--- src/hdl/segment_segment_closest_points_top_defines.svh ---
// ----------------------------------------------------------------------------
// Assertion macros for the closest-points engine
// Concurrent checks clocked on aclk and held off while aresetn is low.
// ----------------------------------------------------------------------------
`ifndef SEGMENT_SEGMENT_CLOSEST_POINTS_TOP_DEFINES_SVH
`define SEGMENT_SEGMENT_CLOSEST_POINTS_TOP_DEFINES_SVH

// same-cycle implication
`define SSCP_ASSERT_NOW(lbl, ante, cons, msg) \
    lbl: assert property (@(posedge aclk) disable iff (!aresetn) (ante) |-> (cons)) \
        else $error(msg);

// next-cycle implication
`define SSCP_ASSERT_NEXT(lbl, ante, cons, msg) \
    lbl: assert property (@(posedge aclk) disable iff (!aresetn) (ante) |=> (cons)) \
        else $error(msg);

`endif

--- src/hdl/sscp_pkg.sv ---
// ----------------------------------------------------------------------------
// sscp_pkg
// Shared constants for the segment closest-points pipeline.
// ----------------------------------------------------------------------------
package sscp_pkg;

    localparam int PARAM_BITS = 16;
    localparam int PARAM_W    = PARAM_BITS + 1;
    localparam logic [PARAM_W-1:0] PARAM_ONE = {1'b1, {PARAM_BITS{1'b0}}};

    localparam int THR_W = 32;
    localparam logic [THR_W-1:0] THR_RESET = 32'd42950;

    localparam int DSQ_W = 64;

    // multiplier slices and fixed latencies of the multiplier and divider units
    localparam int MUL_CHUNK = 32;
    localparam int MUL_LAT   = 5;
    localparam int DIV_LAT   = PARAM_BITS + 1;

endpackage

--- src/hdl/sscp_mul.sv ---
// ----------------------------------------------------------------------------
// sscp_mul
// Pipelined signed multiplier built from 32x32 partial products.
// ----------------------------------------------------------------------------
module sscp_mul import sscp_pkg::*; #(
    parameter int AW = 33,
    parameter int BW = 33
) (
    input  logic                    aclk,
    input  logic                    en,
    input  logic signed [AW-1:0]    op_a,
    input  logic signed [BW-1:0]    op_b,
    output logic signed [AW+BW-1:0] prod
);

    localparam int MC  = MUL_CHUNK;
    localparam int NA  = (AW + MC - 1) / MC;
    localparam int NB  = (BW + MC - 1) / MC;
    localparam int AXW = NA * MC;
    localparam int BXW = NB * MC;
    localparam int PW  = AW + BW;
    localparam int RW  = (NB + 1) * MC;
    localparam int TW  = (NA + NB) * MC;

    logic [AXW-1:0]       amag_reg, amag_next;
    logic [BXW-1:0]       bmag_reg, bmag_next;
    logic [3:0]           neg_reg;
    logic [2*MC-1:0]      pp_reg   [NA][NB];
    logic [2*MC-1:0]      pp_next  [NA][NB];
    logic [RW-1:0]        row_reg  [NA];
    logic [RW-1:0]        row_next [NA];
    logic [PW-1:0]        mag_reg, mag_next;
    logic signed [PW-1:0] prod_reg, prod_next;

    always_comb begin
        logic [AW-1:0] a_abs;
        logic [BW-1:0] b_abs;
        a_abs = op_a[AW-1] ? AW'(-op_a) : op_a;
        b_abs = op_b[BW-1] ? BW'(-op_b) : op_b;
        amag_next = AXW'(a_abs);
        bmag_next = BXW'(b_abs);
    end

    always_comb begin
        for (int i = 0; i < NA; i++) begin
            for (int j = 0; j < NB; j++) begin
                pp_next[i][j] = (2*MC)'(amag_reg[i*MC +: MC]) *
                                (2*MC)'(bmag_reg[j*MC +: MC]);
            end
        end
    end

    always_comb begin
        for (int i = 0; i < NA; i++) begin
            row_next[i] = '0;
            for (int j = 0; j < NB; j++) begin
                row_next[i] = row_next[i] + (RW'(pp_reg[i][j]) << (j * MC));
            end
        end
    end

    always_comb begin
        logic [TW-1:0] acc;
        acc = '0;
        for (int i = 0; i < NA; i++) begin
            acc = acc + (TW'(row_reg[i]) << (i * MC));
        end
        mag_next = acc[PW-1:0];
    end

    assign prod_next = neg_reg[3] ? -$signed(mag_reg) : $signed(mag_reg);

    always_ff @(posedge aclk) begin
        if (en) begin
            amag_reg <= amag_next;
            bmag_reg <= bmag_next;
            neg_reg  <= {neg_reg[2:0], op_a[AW-1] ^ op_b[BW-1]};
            pp_reg   <= pp_next;
            row_reg  <= row_next;
            mag_reg  <= mag_next;
            prod_reg <= prod_next;
        end
    end

    assign prod = prod_reg;

endmodule

--- config.mk ---
export PLATFORM = sky130hd
export DESIGN_NAME = sscp_mul
export DESIGN_NICKNAME = d
export VERILOG_FILES = /design/src/hdl/segment_segment_closest_points_top_defines.svh /design/src/hdl/sscp_pkg.sv /design/src/hdl/sscp_mul.sv
export SDC_FILE = /design/constraint.sdc
export NUM_CORES = 2
export LEC_CHECK = 0
export BUFFER_PORTS_ARGS = -buffer_cell sky130_fd_sc_hd__clkbuf_2
export CORE_MARGIN = 2
export CORE_UTILIZATION = 60
export DETAILED_ROUTE_END_ITERATION = 7
export PLACE_DENSITY = 0.87
export REMOVE_ABC_BUFFERS = 1
export SLEW_MARGIN = 40
export SYNTH_ARGS = -nofsm -noshare
export SYNTH_HDL_FRONTEND = slang
export SYNTH_SLANG_ARGS = --single-unit
export TNS_END_PERCENT = 1
--- constraint.sdc ---
create_clock -name aclk -period 9.3 [get_ports aclk]
set_input_delay 0.465 -clock aclk [delete_from_list [all_inputs] [get_ports aclk]]
set_output_delay 0.465 -clock aclk [all_outputs]
set_load 0.01 [all_outputs]
==> Yosys cells after proc, flatten, opt, wreduce, memory -nomap -nowiden <==
Cells that the tools add are included.
{ "op_classes": {"add_sub_neg": 6, "multipliers": 4, "muxes": 3, "bitwise": 1} }
{ "op_table": {"columns": ["op", "n"], "rows": [
  ["adder 64 x 65 -> 66 bit", 1],
  ["adder 66 bit", 1],
  ["two-way mux 66 bit", 1],
  ["negation 33 bit", 2],
  ["negation 66 bit", 1],
  ["multiplier 32 x 32 -> 64 bit", 1],
  ["two-way mux 32 bit", 2],
  ["adder 33 x 34 -> 34 bit", 1],
  ["multiplier 1 x 32 -> 33 bit", 1],
  ["multiplier 32 x 1 -> 33 bit", 1],
  ["multiplier 1 x 1 -> 2 bit", 1],
  ["bitwise XOR 1 bit", 1]
]} }
{ "word_totals": {"reg_bits": 434, "word_cells": 27, "out_inout_bits": 66} }

==> Logic depth before layout (Yosys ltp) <==
{ "depth": {"ltp_word": 2, "ltp_mapped": 27, "depth_no_buf": 25} }

==> Worst setup path after synthesis <==
OpenSTA, ideal clock, no wires.
{ "synth_path": {"path_kind": "register to register", "from": "reg bmag_reg[8]", "to": "reg pp_reg[250] (netlist name), data pin", "period_less_slack_ps": 7407, "setup_time_ps": 259, "arrival_time_ps": 7148, "required_ps": 9041, "slack_ps": 1893, "path_stages_with_launch": 26, "n_path_buf": 2, "cell_sequence": "edfxtp_1 -> clkbuf_1 -> and2_1 -> fa_1 -> fa_1 -> inv_1 -> fa_1 -> fa_1 -> inv_1 -> fa_1 -> fa_1 -> fa_1 -> inv_1 -> fa_1 -> inv_1 -> ha_1 -> clkbuf_1 -> nand2_1 -> o21ai_0 -> a221oi_1 -> a311oi_1 -> o211ai_1 -> o211ai_1 -> a31oi_1 -> o31a_1 -> xnor2_1"} }
{ "synth_rtl": {"columns": ["element", "line", "source"], "rows": [
  ["from (decl)", "sscp_mul.sv:26", "logic [BXW-1:0] bmag_reg, bmag_next;"],
  ["from (signal assigned)", "sscp_mul.sv:76", "bmag_reg <= bmag_next;"],
  ["to (signal assigned)", "sscp_mul.sv:78", "pp_reg <= pp_next;"],
  ["to (decl)", "sscp_mul.sv:28", "logic [2*MC-1:0] pp_reg [NA][NB];"]
]} }

==> impl_metrics.csv <==
group,metric,value,unit
worst_setup_path,path_class,"reg2reg",
worst_setup_path,cpPeakStageDelay,0.79,ns
sta,fin_worst_skew,0.02991,ns
sta,finalSetupViolCount,0,
clocking,clk_latency,0.61,ns
route,num_vias,36380,
clocking,cts_tree,"done",
worst_setup_path,cp.arrival,9.01,ns
sta,slew_violations,0,
route,via_per_inst,5.826,
logic_synthesis,muxShareOfSynthArea,0.0001914,
logic_synthesis,yosys.area_share.simple,0.1466,
logic_synthesis,syn_avg_cell_area,10.47,um2
logic_synthesis,synthesis.area,52300,um2
global_route,grt_start_max_net_pins,90,
finish,fillers,6397,
worst_setup_path,slowest_stage,"edfxtp_1",
global_route,grt_pass1_vias,39200,
finish,nets,6353,
route,drc_errors,0,
logic_synthesis,synthXorXnorAreaFrac,0.04103,
floorplanning,io_pins,134,
global_route,grt_pass1_wl,211500,um
route,wl,133600,um
logic_synthesis,synth_top_family_by_area,"adder cells",
global_route,antenna_found_initial,5,
floorplanning,row_count,108,
logic_synthesis,synthAdderAreaFrac,0.4229,
clocking,clock-sinks,429,
finish,area_growth,7.443,%
finish,drive_gt1_frac,0.06861,
logic_synthesis,synth_edf_count,429,
clocking,clkTransAtPathRegs,0.06,ns
sta,finalCritPeriodShare,0.9327,
global_route,gr-total-overflow,0,
worst_setup_path,cp_max_fo,14,
logic_synthesis,syn_inst,4993,
placed_design,hpwl,105100,um
clocking,cts_root_buf,"clkbuf_16",
route,avgRoutedWirePerCell,21.39,um
worst_setup_path,cpMostUsedCell,"fa_1",
clocking,cts_resized,0,
logic_synthesis,synth-seq-area-share,0.2463,
logic_synthesis,synth_cell_type_count,66,
floorplanning,die_w,299.2,um
sta,finalCriticalPeriod,8.674,ns
floorplanning,core,86620,um2
flow_run,maxCapViolations,0,
sta,finalHoldViolations,0,
sta,final.setup.tns,0,ns
logic_synthesis,synth_flop_cell,"edfxtp_1",
clocking,postCtsSetupRepairBufs,0,
finish,largest_register_ff_count,129,
sta,fmax,115.3,MHz
sta,rsz0062_at_grt,"false",
placed_design,port_buffers,133,
route,drt_iter0_drc,3274,
logic_synthesis,async_flop_share,0,
logic_synthesis,ys_seq_elements,429,
clocking,cts_hold_buf,0,
hold_path,hold_class,"in2reg",
floorplanning,start_util,0.6038,
logic_synthesis,yosys_warnings,0,
route,ant_nets,0,
sta,worstMarginPinSlew,0.8719,ns
logic_synthesis,synth_compound_area_frac,0.06084,
clocking,cts.htree.levels,2,
route,drt-pass1-iter-count,6,
global_route,grtUsageTotal,0.3063,
clocking,clk_path_buf_depth,3,
worst_setup_path,r2r_slack,0.63,ns
sta,slew_headroom,0.4188,
placed_design,routabilityCongestion,0.9628,
worst_setup_path,start_kind,"register",
worst_setup_path,cp-end-kind,"register",
floorplanning,die_y,299.2,um
worst_setup_path,required,9.64,ns
clocking,cts_buffers,46,
outcome,status,"complete, no violations",
floorplanning,dieArea,89540,um2
worst_setup_path,cp_cell_sequence,"buf_4 -> and2_1 -> fa_1 -> fa_1 -> fa_1 -> inv_1 -> fa_1 -> inv_1 -> fa_1 -> fa_1 -> fa_1 -> fa_1 -> ha_1 -> a21oi_1 -> o21ai_0 -> o311ai_0 -> a311oi_1 -> o211ai_1 -> buf_4 -> o211ai_1 -> a31oi_1 -> o31ai_1 -> xor2_1",
per-layer routing:
layer / wire [um] / up-vias / GRT usage / part of all wire
met3: 14730 / 466 / 0.07929 / 0.11
met2: 62540 / 2096 / 0.4984 / 0.47
met4: 6785 / 2 / 0.1462 / 0.051
met1: 49520 / 18110 / 0.3848 / 0.37
met5: 13 / - / 0 / 0.000097
li1: - / 15720 / - / -
cells in the final DEF, fill, tap and decap left out, drive strengths merged, types with 13 or more instances in the layout:
cell	instances
ha	331
nor3	15
o21a	13
inv	907
clkbuf	183
a31oi	18
nand3	17
nand4	21
o31ai	40
fa	898
o21ai	115
edfxtp	429
o21bai	22
xor2	43
clkinv	13
buf	124
o41ai	25
or4	19
xnor2	202
a21o	72
a21oi	120
nand2b	17
nand2	525
nor2	71
and2	684
and3	15
or3	20
path summary, 6_finish.rpt:
check                from  cells past startpoint     endpoint
min reg2reg     pp_reg[0]                      0  row_reg[32]
max reg2reg  amag_reg[15]                     23  pp_reg[254]
max          amag_reg[15]                     23  pp_reg[254]
min               op_a[0]                      1  amag_reg[0]
area by class of cell:
| class | instances | area, um2 | share of cell area |
|---|---|---|---|
| multi-input combinational | 3421 | 35120 | 0.6251 |
| sequential | 429 | 12880 | 0.2293 |
| inverter | 902 | 3386 | 0.06025 |
| timing repair buffer | 256 | 1817 | 0.03233 |
| tap | 1155 | 1445 | 0.02572 |
| clock buffer | 51 | 1170 | 0.02082 |
| clock inverter | 28 | 359.1 | 0.006391 |
| antenna | 3 | 7.507 | 0.0001336 |
logic make-up after synthesis:
kind of cell    Yosys count
buf+inv                1143
fa+ha+maj              1229
compound gates          491
flops                   429
mux                       1
xor+xnor                245
simple gates           1455
critical path: cells and delay by family, from the launching register on:
family          cells  cell delay, ns
compound gates      8            2.24
xor+xnor            1            0.16
fa+ha+maj           9            4.33
buf+inv             4            0.68
flops               1            0.79
simple gates        1            0.18
synthesized netlist by cell type, types with 3 or more instances:
cell type,instances,area [um2]
inv_1,902,3386
fa_1,898,17980
and2_1,684,4279
nand2_1,524,1967
edfxtp_1,429,12880
ha_1,331,4141
clkbuf_1,239,897.1
xnor2_1,202,1769
a21oi_1,120,600.6
o21ai_0,114,570.6
a21o_1,72,540.5
nor2_1,70,262.8
xor2_1,43,376.6
o31ai_1,38,285.3
o41ai_1,25,219.0
o21bai_1,22,165.2
nand4_1,21,131.4
or3_1,19,118.9
a31oi_1,18,112.6
nand2b_1,17,106.4
nand3_1,17,85.08
or4_1,17,127.6
and3_1,15,93.84
nor3_1,15,75.07
o21a_1,13,97.59
a211oi_1,11,82.58
nor2b_1,11,68.82
nor4_1,11,68.82
o211ai_1,11,82.58
or2_2,9,56.30
nand3b_1,7,52.55
a211o_1,5,43.79
a221oi_1,5,43.79
a311oi_1,5,43.79
a31o_2,5,43.79
and4_1,4,35.03
o31a_1,4,35.03
a311o_1,3,30.03
a41oi_1,3,26.28
nor4b_1,3,26.28
o211a_1,3,30.03
through the flow:
step | util | hold WS, ns | worst slack (ns) | std cells | area [um2]
2_1_floorplan | - | 0.4003 | 1.854 | 4752 | 51390
3_3_place_gp | 0.6269 | 0.4012 | 0.8313 | 6137 | 54300
3_5_place_dp | 0.6301 | 0.4045 | 0.7646 | 6157 | 54580
4_1_cts | 0.6477 | 0.04565 | 0.7143 | 6236 | 56110
5_1_grt | 0.6487 | 0.06156 | 0.3660 | 6243 | 56190
6_report | 0.6487 | 0.06815 | 0.6262 | 6245 | 56190
Power is not shown: default switching activity piles up to over one toggle a cycle in this logic, so the estimate is an artifact.
