## src/hdl/segment_segment_closest_points_top_defines.svh

```systemverilog
// ----------------------------------------------------------------------------
// Assertion macros for the closest-points engine
// Concurrent checks clocked on aclk and held off while aresetn is low.
// ----------------------------------------------------------------------------
`ifndef SEGMENT_SEGMENT_CLOSEST_POINTS_TOP_DEFINES_SVH
`define SEGMENT_SEGMENT_CLOSEST_POINTS_TOP_DEFINES_SVH

// same-cycle implication
`define SSCP_ASSERT_NOW(lbl, ante, cons, msg) \
    lbl: assert property (@(posedge aclk) disable iff (!aresetn) (ante) |-> (cons)) \
        else $error(msg);

// next-cycle implication
`define SSCP_ASSERT_NEXT(lbl, ante, cons, msg) \
    lbl: assert property (@(posedge aclk) disable iff (!aresetn) (ante) |=> (cons)) \
        else $error(msg);

`endif

```

## src/hdl/sscp_pkg.sv

```systemverilog
// ----------------------------------------------------------------------------
// sscp_pkg
// Shared constants for the segment closest-points pipeline.
// ----------------------------------------------------------------------------
package sscp_pkg;

    localparam int PARAM_BITS = 16;
    localparam int PARAM_W    = PARAM_BITS + 1;
    localparam logic [PARAM_W-1:0] PARAM_ONE = {1'b1, {PARAM_BITS{1'b0}}};

    localparam int THR_W = 32;
    localparam logic [THR_W-1:0] THR_RESET = 32'd42950;

    localparam int DSQ_W = 64;

    // multiplier slices and fixed latencies of the multiplier and divider units
    localparam int MUL_CHUNK = 32;
    localparam int MUL_LAT   = 5;
    localparam int DIV_LAT   = PARAM_BITS + 1;

endpackage

```

## src/hdl/sscp_div.sv

```systemverilog
// ----------------------------------------------------------------------------
// sscp_div
// Pipelined clamped quotient num/den in Q1.16, one restoring step per stage.
// ----------------------------------------------------------------------------
module sscp_div import sscp_pkg::*; #(
    parameter int W = 64
) (
    input  logic                aclk,
    input  logic                en,
    input  logic signed [W-1:0] num,
    input  logic signed [W-1:0] den,
    output logic [PARAM_W-1:0]  quo
);

    localparam int PB = PARAM_BITS;

    logic [W-1:0]    rem_reg  [0:PB];
    logic [W-1:0]    den_reg  [0:PB];
    logic [PB-1:0]   q_reg    [0:PB];
    logic [PB:0]     zero_reg [0:0];
    logic [PB:0]     full_reg [0:0];
    logic [W-1:0]    rem_next [1:PB];
    logic [PB-1:0]   q_next   [1:PB];

    // remainder stays below den, so the doubled value fits in W bits
    always_comb begin
        logic [W-1:0] r2;
        logic         ge;
        for (int k = 1; k <= PB; k++) begin
            r2          = {rem_reg[k-1][W-2:0], 1'b0};
            ge          = (r2 >= den_reg[k-1]);
            rem_next[k] = ge ? (r2 - den_reg[k-1]) : r2;
            q_next[k]   = {q_reg[k-1][PB-2:0], ge};
        end
    end

    always_ff @(posedge aclk) begin
        if (en) begin
            rem_reg[0]  <= num;
            den_reg[0]  <= den;
            q_reg[0]    <= '0;
            zero_reg[0] <= {zero_reg[0][PB-1:0], num[W-1] || (num == '0)};
            full_reg[0] <= {full_reg[0][PB-1:0], den <= num};
            for (int k = 1; k <= PB; k++) begin
                rem_reg[k] <= rem_next[k];
                den_reg[k] <= den_reg[k-1];
                q_reg[k]   <= q_next[k];
            end
        end
    end

    always_comb begin
        if (zero_reg[0][PB]) begin
            quo = '0;
        end else if (full_reg[0][PB]) begin
            quo = PARAM_ONE;
        end else begin
            quo = {1'b0, q_reg[PB]};
        end
    end

endmodule

```

## config.mk

```make
export PLATFORM = sky130hd
export DESIGN_NAME = sscp_div
export DESIGN_NICKNAME = d
export VERILOG_FILES = /design/src/hdl/segment_segment_closest_points_top_defines.svh /design/src/hdl/sscp_pkg.sv /design/src/hdl/sscp_div.sv
export SDC_FILE = /design/constraint.sdc
export NUM_CORES = 2
export LEC_CHECK = 0
export BUFFER_PORTS_ARGS = -buffer_cell sky130_fd_sc_hd__buf_4
export CAP_MARGIN = 20
export CORE_MARGIN = 2
export CORE_UTILIZATION = 30
export CTS_BUF_LIST = sky130_fd_sc_hd__clkbuf_2 sky130_fd_sc_hd__clkbuf_4 sky130_fd_sc_hd__clkbuf_8
export DETAILED_ROUTE_END_ITERATION = 6
export PLACE_DENSITY = 0.54
export SETUP_SLACK_MARGIN = 0.1
export SYNTH_ARGS = -nofsm -noshare
export SYNTH_HDL_FRONTEND = slang
export SYNTH_SLANG_ARGS = --single-unit
export TNS_END_PERCENT = 5
```

## constraint.sdc

```tcl
create_clock -name aclk -period 9.2 [get_ports aclk]
set_input_delay 1.84 -clock aclk [delete_from_list [all_inputs] [get_ports aclk]]
set_output_delay 1.84 -clock aclk [all_outputs]
set_load 0.01 [all_outputs]
```

Word level (Yosys, flattened, before mapping)
Memories as Yosys holds them, arrays and structs flattened.
Index checks and enable logic that the tools add are counted.
W data, S select, Z words.
Operators by class
  $add $sub $neg: 16
  order comparisons: 17
  muxes and demuxes: 20
  reductions and logical operators: 2
Operator list (number)
  $ge A64 B64 Y1: 16
  $mux W64: 16
  $sub A64 B64 Y64: 16
  $le A64 B64 Y1: 1
  $logic_not A64 Y1: 1
  $mux W17: 2
  $mux W1: 2
  $logic_or A1 B1 Y1: 1
Word-level totals
  register bits: 0
  RAM bits: 2482
  output and inout bits: 17
  word-level logic and storage cells: 60
  memories kept: 5
Memory list
  den_reg: depth 17, bits a word 64, rd ports 16, clocked after Yosys merged registers in 0, write ports 17, RTL line sscp_div.sv:18  | logic [W-1:0] den_reg [0:PB];
  rem_reg: depth 17, bits a word 64, rd ports 16, clocked after Yosys merged registers in 0, write ports 17, RTL line sscp_div.sv:17  | logic [W-1:0] rem_reg [0:PB];
  q_reg: depth 17, bits a word 16, rd ports 17, clocked after Yosys merged registers in 0, write ports 17, RTL line sscp_div.sv:19  | logic [PB-1:0] q_reg [0:PB];
  full_reg: depth 1, bits a word 17, rd ports 1, clocked after Yosys merged registers in 0, write ports 1, RTL line sscp_div.sv:21  | logic [PB:0] full_reg [0:0];
  zero_reg: depth 1, bits a word 17, rd ports 1, clocked after Yosys merged registers in 0, write ports 1, RTL line sscp_div.sv:20  | logic [PB:0] zero_reg [0:0];

Depth between registers and ports, before layout
  depth in word-level cells: 2
  mapped depth: 18
  gate-level depth less buffers: 15

Worst setup path after synthesis
No wires, ideal clock.
  path kind: register to register
  start point: memory den_reg[5][0] (netlist: den_reg[0][320])
  end point: memory rem_reg[6][47] (netlist: rem_reg[0][431]) (data pin)
  arrival time: 3639 ps
  data required time: 8940 ps
  setup slack: 5301 ps
  cell stages (with the launch flop): 16
  buffers on the path: 2
  path through: edfxtp_1 inv_1 fa_1 a21o_1 a21oi_1 o21ai_0 a31oi_1 o21ai_1 a221oi_1 o21a_1 a21boi_0 o21ai_0 a221oi_2 buf_2 buf_2 mux2_2
RTL lines (RTL line)
  start: declaration: sscp_div.sv:18
  end: declaration: sscp_div.sv:17

==> tab_implementation.tex <==
\begin{tabular}{lr}
\hline
Metric & Value \\
\hline
\multicolumn{2}{l}{\textbf{Status}} \\
\quad Run status & complete, no violations \\
\multicolumn{2}{l}{\textbf{Placement}} \\
\quad Placed cell count & 19.3k \\
\quad Final RePlAce weighted congestion & 0.906 \\
\quad Input/output buffers & 146 \\
\quad Estimated wirelength of the detail-placed design & 260000 um \\
\multicolumn{2}{l}{\textbf{CTS}} \\
\quad Maximum count of clock buffers along a single path & 4 \\
\quad Root buf cell & sky130\_fd\_sc\_hd\_\_clkbuf\_8 \\
\quad Num Clock Sinks & 2202 \\
\quad H-tree lvl count & 5 \\
\quad Reg clk slew, reported paths & 0.06 ns \\
\quad Clock tree from TritonCTS & done \\
\quad Number of buffers added for setup after CTS & 0 \\
\quad Number of hold buffers added after CTS & 0 \\
\quad Total of cells resized after clock tree synthesis & 0 \\
\quad Latest clock arrival within the worst-skew pair & 1.09 ns \\
\quad Clock buffer count from CTS & 378 \\
\multicolumn{2}{l}{\textbf{STA}} \\
\quad Count of endpoints failing hold in the final timing report & 0 \\
\quad Worst max-slew margin expressed relative to the limit & 0.251 \\
\quad Max Clock Skew & 0.0728 ns \\
\quad Final setup vio count & 0 \\
\quad Final clock period utilization by the worst path & 0.620 \\
\quad Measured slew at the worst slew-check pin & 1.11 ns \\
\quad Number of pins exceeding their max-slew limit in the final report & 0 \\
\quad Setup repair after global routing missed its margin & no \\
\quad Period minus WS final & 5.70 ns \\
\quad Final setup TNS & 0 ns \\
\quad F\_max & 175 MHz \\
\multicolumn{2}{l}{\textbf{Critical path}} \\
\quad Crit path max fanout & 91 \\
\quad Data arrival time of the worst path & 6.48 ns \\
\quad Endpoint required time on the critical path & 9.98 ns \\
\quad Crit Path Class & flip-flop to flip-flop \\
\quad R2R depth & 15 \\
\quad Setup crit end kind & flip-flop \\
\quad Critical path launch point type & flip-flop \\
\multicolumn{2}{l}{\textbf{Synth}} \\
\quad Cells after Synth & 13.7k \\
\quad Ys Warns & 0 \\
\quad Number of unique standard cell types used by synthesis & 89 \\
\quad Area share of xor/xnor cells in the synthesized design & 0.0561 \\
\quad Share of flip-flops with an asynchronous set or reset after synthesis & 0 \\
\quad Number of storage elements in the synthesis netlist & 2202 \\
\quad Post-Synth Simple-Gate Area & 0.110 \\
\quad Sequential fraction of the synthesis area & 0.481 \\
\quad Mapped Nets & 14.9k \\
\quad Fraction of the mapped netlist area in compound gates & 0.186 \\
\quad Post-synth EDFFs & 2202 \\
\quad Multiplexer area fraction after synthesis & 0.0135 \\
\quad Adder-Cell Fraction of Synth Area & 0.101 \\
\quad Main combinational cell family by area after synthesis & compound AO/OA/AOI/OAI gates \\
\quad Netlist area before placement & 137000 sq um \\
\quad Most used flip-flop cell after synthesis & sky130\_fd\_sc\_hd\_\_edfxtp\_1 \\
\quad Syn Area/Cell & 10.1 sq um \\
\multicolumn{2}{l}{\textbf{Die}} \\
\quad Initial Utilization & 0.301 \\
\quad Total die area & 464000 sq um \\
\quad Number of standard-cell rows in the floorplan & 248 \\
\quad Number of primary I/O pins & 147 \\
\quad Placeable core area & 456000 sq um \\
\quad Die width & 681 um \\
\quad Die H & 681 um \\
\multicolumn{2}{l}{\textbf{Global routing}} \\
\quad Number of global-route vias before repair & 98.9k \\
\quad Initial antenna violation count & 2 \\
\quad Total gr overflow & 0 \\
\quad GR Util All Layers & 0.141 \\
\quad Maximum number of pins on one net before global-route repair & 175 \\
\quad First-pass GRT wire length & 533000 um \\
\multicolumn{2}{l}{\textbf{Min path}} \\
\quad Type of the most critical hold path & flip-flop to flip-flop \\
\quad Number of stages on the worst hold path & 0 \\
\multicolumn{2}{l}{\textbf{Detailed routing}} \\
\quad Met3 WL & 10500 um \\
\quad Routed via count & 97.8k \\
\quad WL final & 338000 um \\
\quad Met2 Routed Length & 157000 um \\
\quad Post-route met1 wirelength & 153000 um \\
\quad Detailed Route Iter0 Violations & 6310 \\
\quad Count of unresolved DRC violations after routing & 0 \\
\quad Remaining number of nets flagged by the antenna check after routing & 0 \\
\quad Number of vias per cell & 4.89 \\
\quad Pre-antenna DRT Iters & 6 \\
\quad Highest metal layer used by the detailed router & met4 \\
\quad DR WL/cell & 16.9 um \\
\multicolumn{2}{l}{\textbf{Cells and area}} \\
\quad Leading cell types in the layout, fill and taps excluded & 2202 x sky130\_fd\_sc\_hd\_\_edfxtp\_1, 1323 x sky130\_fd\_sc\_hd\_\_inv\_1, 1302 x sky130\_fd\_sc\_hd\_\_a21oi\_1, 1264 x sky130\_fd\_sc\_hd\_\_nand2\_1, 1161 x sky130\_fd\_sc\_hd\_\_o21ai\_0 \\
\quad Layout Cells excl Fill & 20.0k \\
\quad Most common cell after layout, fill and taps aside & sky130\_fd\_sc\_hd\_\_edfxtp\_1 \\
\quad Fill cell instance count of the final layout & 46.6k \\
\quad Final-stage net count & 14.9k \\
\quad Area overhead of the layout relative to synthesis & 10.8\% \\
\quad Layout cells sized above 1 & 0.0761 \\
\quad Max reg flops & 1024 \\
\multicolumn{2}{l}{\textbf{Power and ir drop}} \\
\quad Sequential group share of total power & 0.329 \\
\quad Internal Dissipation & 0.0290 W \\
\quad Clock share of power & 0.184 \\
\quad Comb power frac & 0.487 \\
\quad Switching power summed over all nets & 0.0198 W \\
\quad Switching portion of total power & 0.406 \\
\quad Worst supply voltage drop on vdd & 0.201 mV \\
\quad Leakage power figure & 63.2 nW \\
\quad PwrDens & 321 nW/um\^{}2 \\
\multicolumn{2}{l}{\textbf{Job}} \\
\quad Max\_cap viols & 0 \\
\hline
\end{tabular}
-- through the flow --
step	instance area (sq um)	setup WS, ns	power (W)	hold slack (ns)	utilization
final	152000	3.50	0.0489	0.400	0.334
after global routing	152000	3.18	0.0528	0.402	0.334
after CTS	152000	3.57	0.0492	0.393	0.334
after detailed placement	145000	3.59	0.0398	0.405	0.317
after global placement	145000	3.65	0.0398	0.400	0.317
after floorplan	137000	5.30	0.0336	0.400	-
-- worst paths after layout --
path	startpoint	end	slack, ns
max	den_reg[0][320]$_DFFE_PP_	rem_reg[0][385]$_DFFE_PP_	3.50
min	q_reg[3][2]$_DFFE_PP_	q_reg[4][3]$_DFFE_PP_	0.40
max reg2reg	den_reg[0][320]$_DFFE_PP_	rem_reg[0][385]$_DFFE_PP_	3.50
min reg2reg	q_reg[3][2]$_DFFE_PP_	q_reg[4][3]$_DFFE_PP_	0.40
-- worst max-delay path: stages, from the launching register on --
cell	delay (ns)
sky130_fd_sc_hd__edfxtp_1	0.38
sky130_fd_sc_hd__inv_1	0.10
sky130_fd_sc_hd__fa_1	0.46
sky130_fd_sc_hd__a21o_1	0.20
sky130_fd_sc_hd__a21oi_1	0.26
sky130_fd_sc_hd__o21ai_0	0.30
sky130_fd_sc_hd__a31oi_1	0.27
sky130_fd_sc_hd__o21ai_1	0.18
sky130_fd_sc_hd__a221oi_1	0.50
sky130_fd_sc_hd__o21a_1	0.27
sky130_fd_sc_hd__a21boi_0	0.45
sky130_fd_sc_hd__o21ai_0	0.29
sky130_fd_sc_hd__a221oi_4	0.26
sky130_fd_sc_hd__buf_4	0.33
sky130_fd_sc_hd__buf_4	0.66
sky130_fd_sc_hd__mux2_2	0.41
-- synthesized netlist by cell type (21+ instances only) --
cell type	n	area (sq um)
sky130_fd_sc_hd__and4_1	33	289
sky130_fd_sc_hd__xnor2_1	487	4270
sky130_fd_sc_hd__xor2_1	393	3440
sky130_fd_sc_hd__nand4_1	329	2060
sky130_fd_sc_hd__o21bai_1	198	1490
sky130_fd_sc_hd__nand3_1	184	921
sky130_fd_sc_hd__or2_2	30	188
sky130_fd_sc_hd__nand2b_1	120	751
sky130_fd_sc_hd__ha_1	1087	13600
sky130_fd_sc_hd__a41oi_1	21	184
sky130_fd_sc_hd__edfxtp_1	2202	66100
sky130_fd_sc_hd__buf_2	45	225
sky130_fd_sc_hd__a21o_1	707	5310
sky130_fd_sc_hd__o21a_1	102	766
sky130_fd_sc_hd__clkbuf_1	501	1880
sky130_fd_sc_hd__a221oi_1	30	263
sky130_fd_sc_hd__nor2b_1	106	663
sky130_fd_sc_hd__a21oi_1	1303	6520
sky130_fd_sc_hd__mux2_2	158	1780
sky130_fd_sc_hd__and3_1	76	475
sky130_fd_sc_hd__or3_1	46	288
sky130_fd_sc_hd__nor2_1	755	2830
sky130_fd_sc_hd__o211ai_1	47	353
sky130_fd_sc_hd__a211oi_1	86	646
sky130_fd_sc_hd__o41ai_1	23	201
sky130_fd_sc_hd__o21ai_0	1161	5810
sky130_fd_sc_hd__a31oi_1	119	744
sky130_fd_sc_hd__a21boi_0	33	248
sky130_fd_sc_hd__a211o_1	27	236
sky130_fd_sc_hd__nor4_1	61	382
sky130_fd_sc_hd__nand2_1	1265	4750
sky130_fd_sc_hd__inv_1	1323	4970
sky130_fd_sc_hd__nor3_1	135	676
sky130_fd_sc_hd__and2_1	66	413
sky130_fd_sc_hd__o31ai_1	66	495
sky130_fd_sc_hd__o2111ai_1	23	201
sky130_fd_sc_hd__o31a_1	24	210
-- metal layers --
layer,vias to the layer above,track usage
li1,49892,-
met1,45106,0.179
met2,2006,0.241
met3,779,0.0150
met4,0,0.0662
met5,-,0
-- cells by family after synthesis --
family	Yosys count
buffers and inverters	1889
AO/OA/AOI/OAI	4178
adder cells (fa/ha/maj)	1102
XOR/XNOR	880
flip-flops	2202
AND/OR/NAND/NOR	3255
multiplexers	165
-- cell type report --
class | count | area [sq um] | area share
Tap cell | 6000 | 7510 | 0.0493
Clock buffer | 488 | 6070 | 0.0398
Multi-Input combinational cell | 9580 | 64300 | 0.422
Antenna cell | 6 | 15.0 | 0.0000986
Clock inverter | 185 | 1470 | 0.00963
Sequential cell | 2202 | 66100 | 0.434
Timing Repair Buffer | 222 | 1840 | 0.0121
Inverter | 1325 | 4970 | 0.0327
-- power groups by stage --
| stage | clock (W) | combinational, W | sequential, W |
|---|---|---|---|
| 2_1_floorplan | 0 | 0.0181 | 0.0155 |
| 3_3_place_gp | 0 | 0.0235 | 0.0163 |
| 3_5_place_dp | 0 | 0.0236 | 0.0163 |
| 4_1_cts | 0.00938 | 0.0237 | 0.0161 |
| 5_1_grt | 0.00978 | 0.0267 | 0.0163 |
| 6_report | 0.00900 | 0.0238 | 0.0161 |
Power figures use the tool's default switching activity.
